**src/decimal_group_slot_layout_unit_assert.svh**
```systemverilog
// assertion macros shared by the grouped decimal slot layout rtl
`ifndef DECIMAL_GROUP_SLOT_LAYOUT_UNIT_ASSERT_SVH
`define DECIMAL_GROUP_SLOT_LAYOUT_UNIT_ASSERT_SVH

// same-cycle implication, checked on clk and muted during rst
`define DGSL_ASSERT_IMP(lbl, pre, post, msg) \
  lbl: assert property (@(posedge clk) disable iff (rst) (pre) |-> (post)) else $error(msg);

// next-cycle implication, checked on clk and muted during rst
`define DGSL_ASSERT_NXT(lbl, pre, post, msg) \
  lbl: assert property (@(posedge clk) disable iff (rst) (pre) |=> (post)) else $error(msg);

`endif

```
**src/dgsl_pkg.sv**
```systemverilog
// shared types and constants of the grouped decimal slot layout unit
package dgsl_pkg;

  localparam int VALUE_W      = 64;
  localparam int SLOT_CNT_W   = 5;
  localparam int IDX_W        = 4;
  localparam int KIND_W       = 2;
  localparam int CODE_W       = 8;
  localparam int DIGIT_W      = 4;
  localparam int GROUP_DIGITS = 3;
  localparam int GROUP_W      = GROUP_DIGITS * DIGIT_W;
  localparam int CFG_IDX_W    = 1;
  localparam int CFG_DATA_W   = 8;

  localparam logic [SLOT_CNT_W-1:0] SLOT_COUNT_RST    = 5'd7;
  localparam logic [CODE_W-1:0]     CURRENCY_CODE_RST = 8'd0;
  localparam logic [DIGIT_W-1:0]    BLANK_DIGIT       = 4'd10;

  typedef enum logic [KIND_W-1:0] {
    KIND_EMPTY    = 2'd0,
    KIND_CURRENCY = 2'd1,
    KIND_GROUP    = 2'd2
  } slot_kind_t;

  typedef enum logic [CFG_IDX_W-1:0] {
    REG_SLOT_COUNT = 1'b0,
    REG_CURRENCY   = 1'b1
  } cfg_reg_t;

  typedef enum logic [1:0] {
    ST_IDLE,
    ST_CONV,
    ST_SCAN,
    ST_EMIT
  } state_t;

  typedef struct packed {
    logic busy;
    logic done;
  } conv_stat_t;

endpackage

```
**src/dgsl_ifs.sv**
```systemverilog
// valid/ready channel interfaces for the input value and the slot results
interface dgsl_in_if import dgsl_pkg::*; ();
  logic               valid;
  logic               ready;
  logic [VALUE_W-1:0] value;

  modport source(output valid, output value, input ready);
  modport sink(input valid, input value, output ready);
endinterface

interface dgsl_out_if import dgsl_pkg::*; ();
  logic               valid;
  logic               ready;
  logic [IDX_W-1:0]   slot_index;
  logic [KIND_W-1:0]  slot_kind;
  logic [CODE_W-1:0]  currency_glyph;
  logic [DIGIT_W-1:0] digit_high;
  logic [DIGIT_W-1:0] digit_mid;
  logic [DIGIT_W-1:0] digit_low;
  logic               last;

  modport source(output valid, output slot_index, output slot_kind, output currency_glyph,
                 output digit_high, output digit_mid, output digit_low, output last,
                 input ready);
  modport sink(input valid, input slot_index, input slot_kind, input currency_glyph,
               input digit_high, input digit_mid, input digit_low, input last,
               output ready);
endinterface

```
**src/dgsl_bcd_conv.sv**
```systemverilog
// iterative binary to bcd converter, one shift-add-3 step per cycle
module dgsl_bcd_conv import dgsl_pkg::*; #(
  parameter int VALUE_WIDTH = 64,
  parameter int DIG_COUNT   = 21
) (
  input  logic                           clk,
  input  logic                           rst,
  input  logic                           start,
  input  logic [VALUE_WIDTH-1:0]         value,
  output conv_stat_t                     stat,
  output logic [DIG_COUNT*DIGIT_W-1:0]   digits
);

  localparam int CNT_W = $clog2(VALUE_WIDTH + 1);
  localparam int BCD_W = DIG_COUNT * DIGIT_W;

  logic [VALUE_WIDTH-1:0] shreg;
  logic [BCD_W-1:0]       bcd;
  logic [BCD_W-1:0]       adj;
  logic [CNT_W-1:0]       cnt;
  logic                   busy;
  logic                   done;

  // add 3 to every digit of 5 or more before the shift
  always_comb begin
    for (int i = 0; i < DIG_COUNT; i++) begin
      if (bcd[i*DIGIT_W +: DIGIT_W] >= 4'd5) begin
        adj[i*DIGIT_W +: DIGIT_W] = bcd[i*DIGIT_W +: DIGIT_W] + 4'd3;
      end else begin
        adj[i*DIGIT_W +: DIGIT_W] = bcd[i*DIGIT_W +: DIGIT_W];
      end
    end
  end

  // step counter and status
  always_ff @(posedge clk) begin
    if (rst) begin
      busy <= 1'b0;
      done <= 1'b0;
      cnt  <= '0;
    end else begin
      done <= 1'b0;
      if (start) begin
        busy <= 1'b1;
        cnt  <= CNT_W'(VALUE_WIDTH);
      end else if (busy) begin
        cnt <= cnt - CNT_W'(1);
        if (cnt == CNT_W'(1)) begin
          busy <= 1'b0;
          done <= 1'b1;
        end
      end
    end
  end

  // shift the value msb first into the bcd word
  always_ff @(posedge clk) begin
    if (start) begin
      shreg <= value;
      bcd   <= '0;
    end else if (busy) begin
      bcd   <= {adj[BCD_W-2:0], shreg[VALUE_WIDTH-1]};
      shreg <= {shreg[VALUE_WIDTH-2:0], 1'b0};
    end
  end

  assign stat.busy = busy;
  assign stat.done = done;
  assign digits    = bcd;

endmodule

```
**src/decimal_group_slot_layout_unit.sv**
```systemverilog
// top level: grouped decimal conversion and per-slot display layout
//
//  channel   dir  handshake          payload
//  in_ch     in   valid / ready      value
//  out_ch    out  valid / ready      slot_index slot_kind currency_glyph digit_* last
//  cfg       in   cfg_we (no wait)   cfg_index cfg_wdata
//
// one value goes through the shift-add-3 converter, then a group scan from the top,
// then a walk of one display slot per cycle while out_ch accepts; the converter loop
// sets the bulk. reset is synchronous; no clearing pass. a stalled out_ch holds the
// slot walk; in_ch is ready only while no item is in progress.
`include "decimal_group_slot_layout_unit_assert.svh"

module decimal_group_slot_layout_unit import dgsl_pkg::*; #(
  parameter int MAX_SLOTS   = 16,
  parameter int VALUE_WIDTH = 64
) (
  input  logic                  clk,
  input  logic                  rst,
  dgsl_in_if.sink               in_ch,
  dgsl_out_if.source            out_ch,
  input  logic                  cfg_we,
  input  logic [CFG_IDX_W-1:0]  cfg_index,
  input  logic [CFG_DATA_W-1:0] cfg_wdata
);

  localparam int DEC_DIGITS = (VALUE_WIDTH * 30103) / 100000 + 1;
  localparam int NGRP       = (DEC_DIGITS + GROUP_DIGITS - 1) / GROUP_DIGITS;
  localparam int DIG_COUNT  = NGRP * GROUP_DIGITS;
  localparam int GSEL_W     = (NGRP > 1) ? $clog2(NGRP) : 1;
  localparam int GCNT_W     = $clog2(NGRP + 1);

  state_t state;
  state_t state_next;

  logic [SLOT_CNT_W-1:0] slot_count;
  logic [CODE_W-1:0]     currency_code;
  logic [SLOT_CNT_W-1:0] slots;

  conv_stat_t                     conv_st;
  logic [DIG_COUNT*DIGIT_W-1:0]   bcd;
  logic [GROUP_W-1:0]             grp_arr [NGRP];
  logic [GSEL_W-1:0]              gsel;
  logic [GROUP_W-1:0]             grp_rd;

  logic [GSEL_W-1:0]     scan_g;
  logic [GCNT_W-1:0]     groups;
  logic [SLOT_CNT_W-1:0] slot_ctr;
  logic                  scan_hit;

  logic                  in_ready;
  logic                  conv_start;
  logic                  load;

  logic [SLOT_CNT_W-1:0] g_slot;
  int                    sep_i;
  logic                  fits;
  logic                  in_top;
  logic                  shown;
  logic                  last_slot;
  slot_kind_t            kind;
  logic [CODE_W-1:0]     glyph;
  logic [DIGIT_W-1:0]    dh, dm, dl;

  logic                  ovalid;
  logic [IDX_W-1:0]      o_idx;
  slot_kind_t            o_kind;
  logic [CODE_W-1:0]     o_glyph;
  logic [DIGIT_W-1:0]    o_dh, o_dm, o_dl;
  logic                  o_last;

  // configuration registers
  always_ff @(posedge clk) begin
    if (rst) begin
      slot_count    <= SLOT_COUNT_RST;
      currency_code <= CURRENCY_CODE_RST;
    end else if (cfg_we) begin
      unique case (cfg_reg_t'(cfg_index))
        REG_SLOT_COUNT: slot_count    <= cfg_wdata[SLOT_CNT_W-1:0];
        REG_CURRENCY:   currency_code <= cfg_wdata;
      endcase
    end
  end

  // slot count saturates at the build limit
  assign slots = (int'(slot_count) > MAX_SLOTS) ? SLOT_CNT_W'(MAX_SLOTS) : slot_count;

  // single shift-add-3 converter
  dgsl_bcd_conv #(
    .VALUE_WIDTH (VALUE_WIDTH),
    .DIG_COUNT   (DIG_COUNT)
  ) u_conv (
    .clk    (clk),
    .rst    (rst),
    .start  (conv_start),
    .value  (in_ch.value[VALUE_WIDTH-1:0]),
    .stat   (conv_st),
    .digits (bcd)
  );

  // three-digit groups, least significant first
  for (genvar gi = 0; gi < NGRP; gi++) begin : g_grp
    assign grp_arr[gi] = bcd[gi*GROUP_W +: GROUP_W];
  end

  // group select: top-down scan, then the group of the current slot
  assign g_slot = slots - SLOT_CNT_W'(1) - slot_ctr;
  always_comb begin
    if (state == ST_SCAN) begin
      gsel = scan_g;
    end else if (int'(g_slot) < NGRP) begin
      gsel = g_slot[GSEL_W-1:0];
    end else begin
      gsel = '0;
    end
  end
  assign grp_rd   = grp_arr[gsel];
  assign scan_hit = (grp_rd != '0) || (scan_g == '0);

  // slot layout for the current slot
  assign fits      = (int'(groups) + 1) <= int'(slots);
  assign sep_i     = int'(slots) - int'(groups) - 1;
  assign shown     = int'(g_slot) < int'(groups);
  assign in_top    = int'(g_slot) == (int'(groups) - 1);
  assign last_slot = int'(slot_ctr) == (int'(slots) - 1);

  always_comb begin
    kind  = KIND_GROUP;
    glyph = '0;
    dh    = BLANK_DIGIT;
    dm    = BLANK_DIGIT;
    dl    = BLANK_DIGIT;
    if (fits && (int'(slot_ctr) < sep_i)) begin
      kind = KIND_EMPTY;
    end else if (fits && (int'(slot_ctr) == sep_i)) begin
      kind  = KIND_CURRENCY;
      glyph = currency_code;
    end else if (shown) begin
      // leading zeros of the top group are blank, the units digit never is
      dh = (in_top && grp_rd[11:8] == 4'd0) ? BLANK_DIGIT : grp_rd[11:8];
      dm = (in_top && grp_rd[11:8] == 4'd0 && grp_rd[7:4] == 4'd0) ?
           BLANK_DIGIT : grp_rd[7:4];
      dl = grp_rd[3:0];
    end
  end

  // state register
  always_ff @(posedge clk) begin
    if (rst) begin
      state <= ST_IDLE;
    end else begin
      state <= state_next;
    end
  end

  // next state
  always_comb begin
    state_next = state;
    unique case (state)
      ST_IDLE: if (in_ch.valid) begin
        state_next = ST_CONV;
      end
      ST_CONV: if (conv_st.done) begin
        state_next = ST_SCAN;
      end
      ST_SCAN: if (scan_hit) begin
        state_next = (slots == '0) ? ST_IDLE : ST_EMIT;
      end
      ST_EMIT: if (load && last_slot) begin
        state_next = ST_IDLE;
      end
    endcase
  end

  // state outputs
  always_comb begin
    in_ready   = 1'b0;
    conv_start = 1'b0;
    load       = 1'b0;
    unique case (state)
      ST_IDLE: begin
        in_ready   = 1'b1;
        conv_start = in_ch.valid;
      end
      ST_CONV: ;
      ST_SCAN: ;
      ST_EMIT: load = !ovalid || out_ch.ready;
    endcase
  end

  assign in_ch.ready = in_ready;

  // group scan and slot walk
  always_ff @(posedge clk) begin
    if (rst) begin
      scan_g   <= '0;
      groups   <= '0;
      slot_ctr <= '0;
    end else begin
      if (conv_st.done) begin
        scan_g <= GSEL_W'(NGRP - 1);
      end else if (state == ST_SCAN && !scan_hit) begin
        scan_g <= scan_g - GSEL_W'(1);
      end
      if (state == ST_SCAN && scan_hit) begin
        groups   <= GCNT_W'({1'b0, scan_g}) + GCNT_W'(1);
        slot_ctr <= '0;
      end else if (load) begin
        slot_ctr <= slot_ctr + SLOT_CNT_W'(1);
      end
    end
  end

  // output register
  always_ff @(posedge clk) begin
    if (rst) begin
      ovalid <= 1'b0;
    end else if (load) begin
      ovalid <= 1'b1;
    end else if (out_ch.ready) begin
      ovalid <= 1'b0;
    end
  end

  always_ff @(posedge clk) begin
    if (load) begin
      o_idx   <= slot_ctr[IDX_W-1:0];
      o_kind  <= kind;
      o_glyph <= glyph;
      o_dh    <= dh;
      o_dm    <= dm;
      o_dl    <= dl;
      o_last  <= last_slot;
    end
  end

  assign out_ch.valid          = ovalid;
  assign out_ch.slot_index     = o_idx;
  assign out_ch.slot_kind      = KIND_W'(o_kind);
  assign out_ch.currency_glyph = o_glyph;
  assign out_ch.digit_high     = o_dh;
  assign out_ch.digit_mid      = o_dm;
  assign out_ch.digit_low      = o_dl;
  assign out_ch.last           = o_last;

  // checks
  `DGSL_ASSERT_IMP(a_done_in_conv, conv_st.done, state == ST_CONV && !conv_st.busy, "converter finished outside conversion")
  `DGSL_ASSERT_IMP(a_emit_in_range, state == ST_EMIT, slot_ctr < slots && groups != '0, "slot walk out of range")
  `DGSL_ASSERT_NXT(a_last_closes, load && last_slot, ovalid && o_last && state == ST_IDLE, "final slot not closing the item")
  `DGSL_ASSERT_IMP(a_last_index, ovalid && o_last, int'(o_idx) == ((int'(slots) - 1) % 16), "final slot index mismatch")

endmodule

```
**src/flat_wrapper.sv**
```systemverilog
// flat-port wrapper written by rule: the top's interface ports become plain ports
module decimal_group_slot_layout_unit_flat import dgsl_pkg::*;
#(
  parameter int MAX_SLOTS   = 16,
  parameter int VALUE_WIDTH = 64
)
  (clk, rst, cfg_we, cfg_index, cfg_wdata, in_ch_valid, in_ch_value, in_ch_ready, out_ch_valid, out_ch_slot_index, out_ch_slot_kind, out_ch_currency_glyph, out_ch_digit_high, out_ch_digit_mid, out_ch_digit_low, out_ch_last, out_ch_ready);
  dgsl_in_if in_ch_i ();
  dgsl_out_if out_ch_i ();
  input  logic clk;
  input  logic rst;
  input  logic cfg_we;
  input  logic [CFG_IDX_W-1:0] cfg_index;
  input  logic [CFG_DATA_W-1:0] cfg_wdata;
  input wire logic [$bits(in_ch_i.valid)-1:0] in_ch_valid;
  input wire logic [$bits(in_ch_i.value)-1:0] in_ch_value;
  output wire logic [$bits(in_ch_i.ready)-1:0] in_ch_ready;
  output wire logic [$bits(out_ch_i.valid)-1:0] out_ch_valid;
  output wire logic [$bits(out_ch_i.slot_index)-1:0] out_ch_slot_index;
  output wire logic [$bits(out_ch_i.slot_kind)-1:0] out_ch_slot_kind;
  output wire logic [$bits(out_ch_i.currency_glyph)-1:0] out_ch_currency_glyph;
  output wire logic [$bits(out_ch_i.digit_high)-1:0] out_ch_digit_high;
  output wire logic [$bits(out_ch_i.digit_mid)-1:0] out_ch_digit_mid;
  output wire logic [$bits(out_ch_i.digit_low)-1:0] out_ch_digit_low;
  output wire logic [$bits(out_ch_i.last)-1:0] out_ch_last;
  input wire logic [$bits(out_ch_i.ready)-1:0] out_ch_ready;
  assign in_ch_i.valid = in_ch_valid;
  assign in_ch_i.value = in_ch_value;
  assign in_ch_ready = in_ch_i.ready;
  assign out_ch_valid = out_ch_i.valid;
  assign out_ch_slot_index = out_ch_i.slot_index;
  assign out_ch_slot_kind = out_ch_i.slot_kind;
  assign out_ch_currency_glyph = out_ch_i.currency_glyph;
  assign out_ch_digit_high = out_ch_i.digit_high;
  assign out_ch_digit_mid = out_ch_i.digit_mid;
  assign out_ch_digit_low = out_ch_i.digit_low;
  assign out_ch_last = out_ch_i.last;
  assign out_ch_i.ready = out_ch_ready;
  decimal_group_slot_layout_unit #(.MAX_SLOTS(MAX_SLOTS), .VALUE_WIDTH(VALUE_WIDTH)) u_core (.clk(clk), .rst(rst), .in_ch(in_ch_i), .out_ch(out_ch_i), .cfg_we(cfg_we), .cfg_index(cfg_index), .cfg_wdata(cfg_wdata));
endmodule
```
**config.mk**
```make
export PLATFORM = sky130hd
export DESIGN_NAME = decimal_group_slot_layout_unit_flat
export DESIGN_NICKNAME = d
export VERILOG_FILES = /design/src/dgsl_pkg.sv /design/src/dgsl_ifs.sv /design/src/dgsl_bcd_conv.sv /design/src/decimal_group_slot_layout_unit.sv /design/src/flat_wrapper.sv
export VERILOG_INCLUDE_DIRS = /design/src /design/src/src
export SDC_FILE = /design/constraint.sdc
export NUM_CORES = 1
export LEC_CHECK = 0
export ABC_AREA = 1
export BUFFER_PORTS_ARGS = -buffer_cell sky130_fd_sc_hd__buf_2
export CAP_MARGIN = 20
export CORE_MARGIN = 8
export CORE_UTILIZATION = 30
export CTS_CLUSTER_DIAMETER = 50
export DETAILED_ROUTE_END_ITERATION = 10
export GPL_TIMING_DRIVEN = 0
export REMOVE_ABC_BUFFERS = 1
export SLEW_MARGIN = 5
export SYNTH_ARGS = -nofsm -noshare
export SYNTH_HDL_FRONTEND = slang
export SYNTH_SLANG_ARGS = --single-unit
```
**constraint.sdc**
```tcl
create_clock -name clk -period 4.93 [get_ports clk]
set_input_delay 0.986 -clock clk [delete_from_list [all_inputs] [get_ports clk]]
set_output_delay 0.986 -clock clk [all_outputs]
set_load 0.03 [all_outputs]
```
==> reports/qor.json <==
{
  "cts.clk_slew.worst_paths": {"value": 0.06, "unit": "ns"},
  "rsz0062_at_grt": {"value": "no"},
  "vdd_ir_drop_max": {"value": 245, "unit": "uV"},
  "num_io_pins": {"value": 107},
  "drt-vias-per-instance": {"value": 4.80},
  "finalPower": {"value": 0.00671, "unit": "W"},
  "max_cap_viol_count": {"value": 0},
  "die_area": {"value": 46400, "unit": "um2"},
  "critical_path_required": {"value": 5.22, "unit": "ns"},
  "stdcell_count": {"value": 2147},
  "synth_warnings": {"value": 0},
  "grt_pass1_wl": {"value": 49900, "unit": "um"},
  "power.combinational.fraction": {"value": 0.307},
  "ys.flop_type": {"value": "dfxtp_1"},
  "critical_path_arrival": {"value": 4.83, "unit": "ns"},
  "antenna_violations_before_repair": {"value": 0},
  "endpoint_kind": {"value": "flip-flop"},
  "clock_tree.htree_level_count": {"value": 1},
  "wl_per_cell": {"value": 14.0, "unit": "um"},
  "pwr-share-seq": {"value": 0.371},
  "core_area": {"value": 39500, "unit": "um2"},
  "numPlacedInstances": {"value": 2092},
  "start_util": {"value": 0.302},
  "dominant_cell_by_count_in_the_synthesized_netlist": {"value": "nand2_1"},
  "layout_min_cycle_time": {"value": 4.54, "unit": "ns"},
  "synth_seq_cells": {"value": 211},
  "synth.top_cells.by_area": {"value": "edfxtp_1 (23%), dfxtp_1 (20%), nand2_1 (12%), ha_1 (8.2%), nand3_1 (5.9%)"},
  "grt_start_max_net_pins": {"value": 95},
  "postCtsSetupRepairBufs": {"value": 0},
  "floorplan.rows": {"value": 73},
  "synth_commonest_cells": {"value": "nand2_1 (387), inv_1 (186), nand3_1 (140), dfxtp_1 (120), o21ai_0 (97)"},
  "finalSetupTns": {"value": 0, "unit": "ns"},
  "timing.max_slew.rel_slack": {"value": 0.348},
  "swShare": {"value": 0.357},
  "p_int": {"value": 0.00431, "unit": "W"},
  "grt_pass1_vias": {"value": 10300},
  "gr-usage-all-layers": {"value": 0.125},
  "layout.nets": {"value": 1757},
  "dpl.hpwl": {"value": 20600, "unit": "um"},
  "final_setup_skew": {"value": 0.0175, "unit": "ns"},
  "clk-insertion-delay-late": {"value": 0.55, "unit": "ns"},
  "syn-cell-area": {"value": 11900, "unit": "um2"},
  "drt-pass1-iter-count": {"value": 5},
  "power_density": {"value": 476, "unit": "nW/um2"},
  "num_vias": {"value": 10300},
  "x_dimension_of_the_die": {"value": 215, "unit": "um"},
  "pre_cts_ws": {"value": -0.299, "unit": "ns"},
  "fin_ws": {"value": 0.390, "unit": "ns"},
  "status": {"value": "finished clean"},
  "syn2layout_area_growth": {"value": 18.4, "unit": "%"},
  "wirelength": {"value": 30000, "unit": "um"},
  "drt_first_iter_violations": {"value": 657},
  "cts.sink_count": {"value": 211},
  "final-setup-viol-count": {"value": 0},
  "place.port_buffers": {"value": 106},
  "area.sequential": {"value": 5130, "unit": "um2"},
  "nFillCells": {"value": 4122},
  "worst_slew_pin_slew": {"value": 0.977, "unit": "ns"},
  "synthDistinctLibCells": {"value": 48},
  "ant_nets": {"value": 0},
  "hold_class": {"value": "reg -> reg"},
  "critPathMaxFanout": {"value": 39},
  "postSynthCellCount": {"value": 1509},
  "synth-edff-count": {"value": 91},
  "synth_top_area_cell": {"value": "edfxtp_1"},
  "place_congestion": {"value": 0.817},
  "static-leakage-power": {"value": 6.25, "unit": "nW"},
  "post-route-period-util": {"value": 0.921},
  "cts_tree": {"value": "built"},
  "cts_inserted_buffers": {"value": 29},
  "cts_root_buf": {"value": "clkbuf_16"},
  "seq_total_area_yosys": {"value": 0.431},
  "area_of_the_multi_input_gates": {"value": 5870, "unit": "um2"},
  "maxSlewViolCount": {"value": 0},
  "clk_path_buf_depth": {"value": 3},
  "async_reset_ff_frac": {"value": 0},
  "fmaxAchievable": {"value": 0.220, "unit": "GHz"},
  "chipHeight": {"value": 215, "unit": "um"},
  "layout-drive-gt1-share": {"value": 0.140},
  "synth.top_cell.area_share": {"value": 0.229},
  "startpoint_type": {"value": "flip-flop"},
  "grt-ovfl-total": {"value": 0},
  "switchingPower": {"value": 0.00240, "unit": "W"},
  "post-route-drc-count": {"value": 0},
  "num_antenna_cells": {"value": 0},
  "syn-mean-instance-area": {"value": 7.90, "unit": "um2"},
  "clock_power_share": {"value": 0.322},
  "setup.worst_path.class": {"value": "reg -> reg"},
  "hold_viol": {"value": 0}
}
-- critical path, cell delays in order, from the launching register on --
cell and delay [ns]:
dfxtp_1 0.33, nor2_1 0.15, nand3_1 0.08, nand2_1 0.14, nand2_1 0.14, inv_1 0.11
ha_1 0.17, inv_1 0.05, fa_1 0.42, inv_1 0.08, nand2_1 0.05, nand2_1 0.07
nand3_1 0.09, nand2_2 0.21, nand4_4 0.38, nand2_8 0.37, nand2_1 0.09, nand3_1 0.08
nand3_1 0.16, nand2_1 0.16, nand2_1 0.09, nor2_1 0.22, nand4_1 0.20, o21ai_2 0.27
nor2_1 0.12
-- registers in the layout, summed over array words and instances, names as in the netlist, 2 cells and up --
name                          count
u_core.u_conv.digits             84
u_core.u_conv.shreg              64
u_core.currency_code              8
u_core.out_ch.currency_glyph      8
u_core.u_conv.cnt                 7
u_core.slot_count                 5
u_core.slot_ctr                   5
u_core.out_ch.digit_high          4
u_core.out_ch.digit_low           4
u_core.out_ch.digit_mid           4
u_core.out_ch.slot_index          4
u_core.groups                     3
u_core.scan_g                     3
u_core.out_ch.slot_kind           2
u_core.state                      2
-- final timing paths --
check / from / endpoint / slack, ns / cells past startpoint
max: u_core.slot_count[3]$_SDFFE_PP0P_ / u_core.out_ch.digit_mid[2]$_SDFFCE_PP0P_ / 0.39 / 24
min: u_core.currency_code[6]$_SDFFE_PP0P_ / u_core.currency_code[6]$_SDFFE_PP0P_ / 0.46 / 2
min reg2reg: u_core.currency_code[6]$_SDFFE_PP0P_ / u_core.currency_code[6]$_SDFFE_PP0P_ / 0.46 / 2
max reg2reg: u_core.slot_count[3]$_SDFFE_PP0P_ / u_core.out_ch.digit_mid[2]$_SDFFCE_PP0P_ / 0.39 / 24
-- cell families (layout without fill, tap and decap cells) --
kind of cell / after synthesis / after routing / share of synthesized area
xor+xnor: 34 / 34 / 0.0256
buf+inv: 248 / 360 / 0.0815
simple gates: 664 / 665 / 0.245
compound gates: 272 / 272 / 0.132
flops: 211 / 211 / 0.431
fa+ha+maj: 80 / 80 / 0.0852
-- placed cells by master (no fill, tap or decap), types with 46 or more instances in the layout --
master,count
nor2_1,68
inv_1,185
nand3_1,140
nand2_1,387
dfxtp_1,120
o22ai_1,46
o21ai_0,95
ha_1,78
buf_2,106
a21oi_1,80
edfxtp_1,91
-- timing repair --
| action | 4_1_cts | 5_1_grt |
|---|---|---|
| pin swaps | 0 | 0 |
| setup endpoints to repair | 13 | 14 |
| resized for setup | 2 | 8 |
| cloned | 0 | 1 |
| hold buffers | 0 | 0 |
-- final cells by class --
| cell class | count | area share |
|---|---|---|
| multi-input cells | 1051 | 0.416 |
| flip-flops and latches | 211 | 0.364 |
| clock buffers | 39 | 0.0586 |
| inverters | 193 | 0.0519 |
| repair buffers | 113 | 0.0502 |
| well taps | 525 | 0.0465 |
| clock inverters | 15 | 0.0130 |
-- routing by layer --
| layer | share of wire | track usage |
|---|---|---|
| met2 | 0.45 | 0.206 |
| met5 | 0 | 0 |
| met4 | 0.020 | 0.0331 |
| met3 | 0.067 | 0.0270 |
| met1 | 0.46 | 0.164 |
-- through the flow --
stage	area [um2]	utilization	hold slack [ns]
after floorplan	11700	-	0.423
after global placement	12900	0.326	0.437
after CTS	14100	0.357	0.459
final	14100	0.358	0.457
after detailed placement	13100	0.331	0.450
after global routing	14100	0.358	0.470
-- power by group through the flow --
stage	registers [W]	logic [W]	clock network, W
2_1_floorplan	0.00251	0.00140	0
3_3_place_gp	0.00252	0.00198	0
3_5_place_dp	0.00252	0.00205	0
4_1_cts	0.00249	0.00206	0.00222
5_1_grt	0.00253	0.00233	0.00229
6_report	0.00249	0.00206	0.00216
(Power assumes the default switching activity.)
